===== src/rtl/core/bilinear_table_interpolator_macros.svh =====
// Assertion macros for the bilinear table interpolator.
// Used by the top level; expects clk and rst_n in scope.
`ifndef BILINEAR_TABLE_INTERPOLATOR_MACROS_SVH
`define BILINEAR_TABLE_INTERPOLATOR_MACROS_SVH

// same-cycle implication
`define BTI_ASSERT_NOW(lbl, ante, cons) \
    lbl: assert property (@(posedge clk) disable iff (!rst_n) (ante) |-> (cons)) \
        else $error("assertion failed");

// next-cycle implication
`define BTI_ASSERT_NEXT(lbl, ante, cons) \
    lbl: assert property (@(posedge clk) disable iff (!rst_n) (ante) |=> (cons)) \
        else $error("assertion failed");

`endif


===== src/rtl/core/bti_pkg.sv =====
// Shared types and constants for the bilinear table interpolator.
// No dependencies.
`default_nettype none
package bti_pkg;

    localparam int DATA_W       = 32;
    localparam int FRAC_W       = 17;
    localparam int MAX_X_POINTS = 16;
    localparam int MAX_Y_POINTS = 16;
    localparam logic [FRAC_W-1:0] FRAC_ONE = 17'h10000;

    localparam logic [1:0] ACT_WRITE_X = 2'd0;
    localparam logic [1:0] ACT_WRITE_Y = 2'd1;
    localparam logic [1:0] ACT_WRITE_G = 2'd2;
    localparam logic [1:0] ACT_EVAL    = 2'd3;

    localparam logic REG_X_COUNT = 1'b0;
    localparam logic REG_Y_COUNT = 1'b1;

    typedef enum logic [3:0] {
        ST_IDLE,
        ST_RD0,
        ST_CHK0,
        ST_CHKN,
        ST_SCAN,
        ST_DIV,
        ST_WGT,
        ST_MUL,
        ST_ACC,
        ST_DONE
    } state_t;

    typedef enum logic [3:0] {
        OP_NONE,
        OP_LOAD,
        OP_FIRST,
        OP_LAST,
        OP_SCAN,
        OP_DIV,
        OP_WGT,
        OP_MUL,
        OP_ACC,
        OP_OUT
    } dp_op_t;

    typedef enum logic [1:0] {
        ADDR_ZERO,
        ADDR_LAST,
        ADDR_NEXT
    } addr_sel_t;

    typedef struct packed {
        logic      axis;
        addr_sel_t addr_sel;
        dp_op_t    op;
    } cmd_t;

    typedef struct packed {
        logic le_first;
        logic ge_last;
        logic scan_more;
        logic div_last;
        logic corner_last;
    } stat_t;

endpackage
`default_nettype wire


===== src/rtl/core/bti_ctrl.sv =====
// Sequencer for the interpolator: interval search, division, corner blend.
// Depends on bti_pkg.
`default_nettype none
module bti_ctrl (
    input  wire logic          clk,
    input  wire logic          rst_n,
    input  wire logic          in_valid,
    input  wire logic [1:0]    action,
    output logic               in_stall,
    output logic               out_valid,
    input  wire logic          out_stall,
    input  wire bti_pkg::stat_t stat,
    output bti_pkg::cmd_t      cmd
);

    bti_pkg::state_t state_reg, state_next;
    logic axis_reg, axis_next;
    logic out_valid_reg, out_valid_next;
    logic out_free;

    assign out_free = !(out_valid_reg && out_stall);

    always_comb
    begin
        state_next = state_reg;
        axis_next  = axis_reg;
        unique case (state_reg)
            bti_pkg::ST_IDLE:
            begin
                if (in_valid && action == bti_pkg::ACT_EVAL)
                begin
                    state_next = bti_pkg::ST_RD0;
                    axis_next  = 1'b0;
                end
            end
            bti_pkg::ST_RD0: state_next = bti_pkg::ST_CHK0;
            bti_pkg::ST_CHK0:
            begin
                if (stat.le_first)
                begin
                    state_next = axis_reg ? bti_pkg::ST_WGT : bti_pkg::ST_RD0;
                    axis_next  = 1'b1;
                end
                else
                begin
                    state_next = bti_pkg::ST_CHKN;
                end
            end
            bti_pkg::ST_CHKN:
            begin
                if (stat.ge_last)
                begin
                    state_next = axis_reg ? bti_pkg::ST_WGT : bti_pkg::ST_RD0;
                    axis_next  = 1'b1;
                end
                else
                begin
                    state_next = bti_pkg::ST_SCAN;
                end
            end
            bti_pkg::ST_SCAN:
            begin
                if (!stat.scan_more)
                    state_next = bti_pkg::ST_DIV;
            end
            bti_pkg::ST_DIV:
            begin
                if (stat.div_last)
                begin
                    state_next = axis_reg ? bti_pkg::ST_WGT : bti_pkg::ST_RD0;
                    axis_next  = 1'b1;
                end
            end
            bti_pkg::ST_WGT: state_next = bti_pkg::ST_MUL;
            bti_pkg::ST_MUL: state_next = bti_pkg::ST_ACC;
            bti_pkg::ST_ACC:
            begin
                state_next = stat.corner_last ? bti_pkg::ST_DONE : bti_pkg::ST_WGT;
            end
            bti_pkg::ST_DONE:
            begin
                if (out_free)
                    state_next = bti_pkg::ST_IDLE;
            end
            default: state_next = bti_pkg::ST_IDLE;
        endcase
    end

    always_comb
    begin
        cmd.axis     = axis_reg;
        cmd.addr_sel = bti_pkg::ADDR_ZERO;
        cmd.op       = bti_pkg::OP_NONE;
        in_stall     = 1'b1;
        unique case (state_reg)
            bti_pkg::ST_IDLE:
            begin
                in_stall = 1'b0;
                if (in_valid && action == bti_pkg::ACT_EVAL)
                    cmd.op = bti_pkg::OP_LOAD;
            end
            bti_pkg::ST_RD0: cmd.addr_sel = bti_pkg::ADDR_ZERO;
            bti_pkg::ST_CHK0:
            begin
                cmd.op       = bti_pkg::OP_FIRST;
                cmd.addr_sel = bti_pkg::ADDR_LAST;
            end
            bti_pkg::ST_CHKN:
            begin
                cmd.op       = bti_pkg::OP_LAST;
                cmd.addr_sel = bti_pkg::ADDR_NEXT;
            end
            bti_pkg::ST_SCAN:
            begin
                cmd.op       = bti_pkg::OP_SCAN;
                cmd.addr_sel = bti_pkg::ADDR_NEXT;
            end
            bti_pkg::ST_DIV: cmd.op = bti_pkg::OP_DIV;
            bti_pkg::ST_WGT: cmd.op = bti_pkg::OP_WGT;
            bti_pkg::ST_MUL: cmd.op = bti_pkg::OP_MUL;
            bti_pkg::ST_ACC: cmd.op = bti_pkg::OP_ACC;
            bti_pkg::ST_DONE:
            begin
                if (out_free)
                    cmd.op = bti_pkg::OP_OUT;
            end
            default: cmd.op = bti_pkg::OP_NONE;
        endcase
    end

    always_comb
    begin
        out_valid_next = out_valid_reg;
        if (out_valid_reg && !out_stall)
            out_valid_next = 1'b0;
        if (state_reg == bti_pkg::ST_DONE && out_free)
            out_valid_next = 1'b1;
    end

    always_ff @(posedge clk or negedge rst_n)
    begin
        if (!rst_n)
        begin
            state_reg     <= bti_pkg::ST_IDLE;
            axis_reg      <= 1'b0;
            out_valid_reg <= 1'b0;
        end
        else
        begin
            state_reg     <= state_next;
            axis_reg      <= axis_next;
            out_valid_reg <= out_valid_next;
        end
    end

    assign out_valid = out_valid_reg;

endmodule
`default_nettype wire


===== config.mk =====
export PLATFORM = sky130hd
export DESIGN_NAME = bti_ctrl
export DESIGN_NICKNAME = d
export VERILOG_FILES = /design/src/rtl/core/bilinear_table_interpolator_macros.svh /design/src/rtl/core/bti_pkg.sv /design/src/rtl/core/bti_ctrl.sv
export SDC_FILE = /design/constraint.sdc
export NUM_CORES = 1
export LEC_CHECK = 0
export BUFFER_PORTS_ARGS = -buffer_cell sky130_fd_sc_hd__buf_4
export CAP_MARGIN = 25
export CORE_UTILIZATION = 43
export DETAILED_ROUTE_END_ITERATION = 7
export PLACE_DENSITY = 0.74
export SETUP_SLACK_MARGIN = 0.05
export SYNTH_ARGS = -nofsm -noshare
export SYNTH_HDL_FRONTEND = slang
export SYNTH_SLANG_ARGS = --single-unit

===== constraint.sdc =====
create_clock -name clk -period 1.3 [get_ports clk]
set_input_delay 0.26 -clock clk [delete_from_list [all_inputs] [get_ports clk]]
set_output_delay 0.26 -clock clk [all_outputs]
set_load 0.01 [all_outputs]

==> out/metrics.cfg, run 1 <==
[logic_synthesis]
synth_warnings=0
yosys.area.top_type=dfrtp_1
synth_seq_area_share_pct=25.6
synth_cell_types=35
syn_nets=87
synth_cells=76
syn-cell-area_um2=586
synthTopCellsByArea=dfrtp_1 (26%), nand2_1 (6.4%), nor2_1 (5.1%)
syn_area_per_cell_um2=7.70
netlist.area_leader.share_pct=25.6
ys_seq_elements=6

[cts]
cts_root_buf=clkbuf_4
cts_buffers=3
h-tree-depth=1
cts.sinks=6
clock_path_buffers=2

[floorplanning]
die_h_um=38.9
die_w_um=38.9
ioPinCount=20
start_util_pct=49.4
std_cell_rows=12

[placement]
place_congestion=0.967
port_buffers=19
hpwl_um=1400

[status]
status=did not finish
stop_stage=global routing
firstError=[ERROR DPL-0038] Utilization greater than 100%, impossible to legalize

[sta]
worst_endpoint=cmd[5]
worst_endpoint_kind=top-level output

[global_routing]
grt_max_degree=13

-- cells in the mapped netlist, drive strengths merged --
master and count:
nor2 8, o21bai 1, o21a 1, and3 2, dlymetal6s2s 1, nand4 1
o2111ai 2, nand2 10, a21oi 5, o31a 1, dfrtp 6, or4b 1
o211ai 1, a2111oi 1, nand2b 3, a21boi 1, mux2 2, a22oi 1
nor3 1, o21ai 5, a21o 1, o31ai 1, buf 5, nand3 4
o22a 1, nor2b 2, a31oi 1, inv 4, nand4b 1, nor4b 1
nor4 1
-- stage by stage --
step / setup WS, ns / cell area (um^2) / instances / TNS, ns / utilization, %
2_1_floorplan: -0.0934 / 641 / 76 / -0.152 / -
3_3_place_gp: -0.135 / 918 / 126 / -0.497 / 77.4
3_5_place_dp: -0.155 / 918 / 126 / -0.737 / 77.4
4_1_cts: -0.346 / 1120 / 142 / -2.29 / 94.5
-- timing repair --
action                                 CTS
endpoints found under the hold margin    6
pin swaps                                9
hold buffers                             1
setup buffers                           11
setup endpoints to repair               13
resized for setup                       26
-- cells by family after synthesis --
kind of cell | synth area share, %
compound gates | 29.3
simple gates | 31.2
flops | 25.6
buf+inv | 9.40
mux | 4.49
==> run 2: changes to the inputs <==
Settings changed: CORE_AREA set to 2 2 63 65, CORE_UTILIZATION 43 to unset, DIE_AREA set to 0 0 65 67, PLACE_DENSITY 0.74 to unset, PLACE_DENSITY_LB_ADDON set to 0.15, SETUP_SLACK_MARGIN 0.05 to unset.
Clock period 1.3 ns to 1.69 ns, I/O delays scaled along.
==> out/metrics.cfg, run 2 <==
[global_routing]
grt_util_all_layers_pct=9.12
grt_pass1_vias=637
grt_max_degree=13
grt_first_pass_wirelength_um=3050
antenna_found_initial=0
grt-ovfl-total=0

[floorplanning]
std_cell_rows=22
die_h_um=67
coreArea_mm2=0.00361
start_util_pct=16.2
die_w_um=65
dieArea_mm2=0.00436
ioPinCount=20

[logic_synthesis]
synth_seq_area_share_pct=25.6
synthMuxAreaShare_pct=4.49
synth_edf_count=0
synthTopCellsByArea=dfrtp_1 (26%), nand2_1 (6.4%), nor2_1 (5.1%)
netlist.area_leader.share_pct=25.6
yosys.area.top_type=dfrtp_1
synth_top_family_by_area=simple AND/OR/NAND/NOR gates
synth_cell_types=35
syn-cell-area_um2=586
syn_area_per_cell_um2=7.70
synth_warnings=0
synth_compound_area_share_pct=29.3
syn_nets=87
yosys-top-cells-count=nand2_1 (10), nor2_1 (8), dfrtp_1 (6)
yosysMostFrequentCell=nand2_1
ys_async_sr_fraction_pct=100
synth-simple-area-share_pct=31.2
synth_fa_ha_area_share_pct=0
synthXorXnorAreaFrac_pct=0
synth_cells=76
ys_seq_elements=6
synth_ff_type=dfrtp_1

[hold_path]
hp-start=out_stall
holdPathEnd=out_valid$_DFFE_PN0P_
hold_class=input port to flop
hold_depth=3

[placement]
dpl_worst_slack_ns=0.0561
hpwl_um=1470
place_congestion=0.710
port_buffers=19

[sta]
rsz0062_at_grt=yes
drv_slew=0
holdWs_ns=0.386
finalSetupViolCount=1
worstMarginPinSlew_ns=0.323
post-route-period-util_pct=102
slew_headroom_pct=78.3
max_freq_ghz=0.581
hold_violations=0
fin_skew_ns=0.000540
setup_slack_ns=-0.0309
fin_crit_ns=1.72

[finish]
nets=122
register_area_um2=155
multi_input_area_um2=404
antenna_cells=0
fillers=401
final_common_cell=buf_4
layout_common_cells=buf_4 (33), nand2_1 (10), nor2_1 (6)
drive_above_1_share_pct=46.8
largest_reg_flops=4
utilization_pct=26.4
areaGrowthSynthToFinish_pct=62.8

[route]
wl_per_cell_um=12.4
drt_pre_antenna_iters=3
ant_nets=0
drc=0
vias=666
vias_per_cell=4.24
drt_iter0_drc=48
routed_wl_um=1950

[run]
maxCapViolCount=0

[worst_setup_path]
r2r_slack_ns=0.04
arrival_ns=1.38
path_class=flop to primary output
rr_worst_depth=5
worstSetupStartpointType=flop
crit_path_end_kind=primary output
r2r-start=state_reg[2]$_DFFE_PN0P_
cp.required_ns=1.35
rr_endpoint=state_reg[0]$_DFFE_PN0P_
critPathMaxFanout=6

[cts]
cts_buffers=3
cts_tree=yes
cts.sinks=6
h-tree-depth=1
cts_root_buf=clkbuf_8
path_clk_slew_ns=0.04
clock_path_buffers=2
clk_latency_ns=0.22

[power_and_ir_drop]
finalPower_uw=1680
power.leakage_uw=0.000403
vdd_drop_max_mv=0.635
powerDensity_mw_per_mm2=1760

[status]
status=finished, violations left
violations=negative setup slack

[run 2: cell counts after synthesis]
No cell type changed its count.
[run 2: report_power, final]
group | internal [uW] | total (uW) | switching, uW
Combinational | 585 | 1110 | 529
Clock | 153 | 211 | 57.8
Sequential | 208 | 355 | 147
[run 2: stage by stage]
step | cells | TNS (ns) | instance area (um^2)
floorplan | 76 | 0 | 586
global placement | 144 | 0 | 801
detailed placement | 144 | 0 | 801
CTS | 148 | -0.0227 | 872
global route | 157 | -0.191 | 953
finish | 157 | -0.0309 | 953
[run 2: area by class of cell]
type / count / area share, %
multi-input combinational: 60 / 42.4
timing repair buffer: 36 / 28.7
sequential: 6 / 16.3
tap: 48 / 6.30
clock buffer: 3 / 4.33
inverter: 4 / 1.97
[run 2: logic make-up after synthesis]
family | Yosys count
flip-flops | 6
multiplexers | 2
buffers and inverters | 10
AND/OR/NAND/NOR | 35
AO/OA/AOI/OAI | 23
[run 2: repair_timing]
action / in CTS / in global routing
endpoints found under the setup margin: 3 / 5
pin swaps: 1 / 2
buffers inserted: 0 / 9
endpoints found under the hold margin: 6 / 0
hold buffers: 1 / 0
resized for setup: 7 / 5
[run 2: worst max path at each step]
stage	start	endpoint	slack [ns]
6_report	state_reg[2]$_DFFE_PN0P_	cmd[0]	-0.03
5_1_grt	state_reg[2]$_DFFE_PN0P_	cmd[0]	-0.11
4_1_cts	state_reg[2]$_DFFE_PN0P_	cmd[0]	-0.02
3_5_place_dp	state_reg[0]$_DFFE_PN0P_	state_reg[0]$_DFFE_PN0P_	0.06
3_3_place_gp	state_reg[0]$_DFFE_PN0P_	state_reg[0]$_DFFE_PN0P_	0.04
2_1_floorplan	state_reg[0]$_DFFE_PN0P_	cmd[5]	0.17
[run 2: layer usage]
layer,up-vias,routed length (um),GRT usage (%)
li1,345,-,-
met1,307,1000,13.3
met2,12,872,13.5
met3,2,62,2.20
met4,0,12,1.60
met5,-,0,0
[run 2: worst max-delay path, cell delays in order, from the launching register on]
cell and delay (ns):
dfrtp_2 0.46, nor4_4 0.39, nand2b_1 0.12, nand2_1 0.07, buf_4 0.11
(Power assumes the default switching activity.)
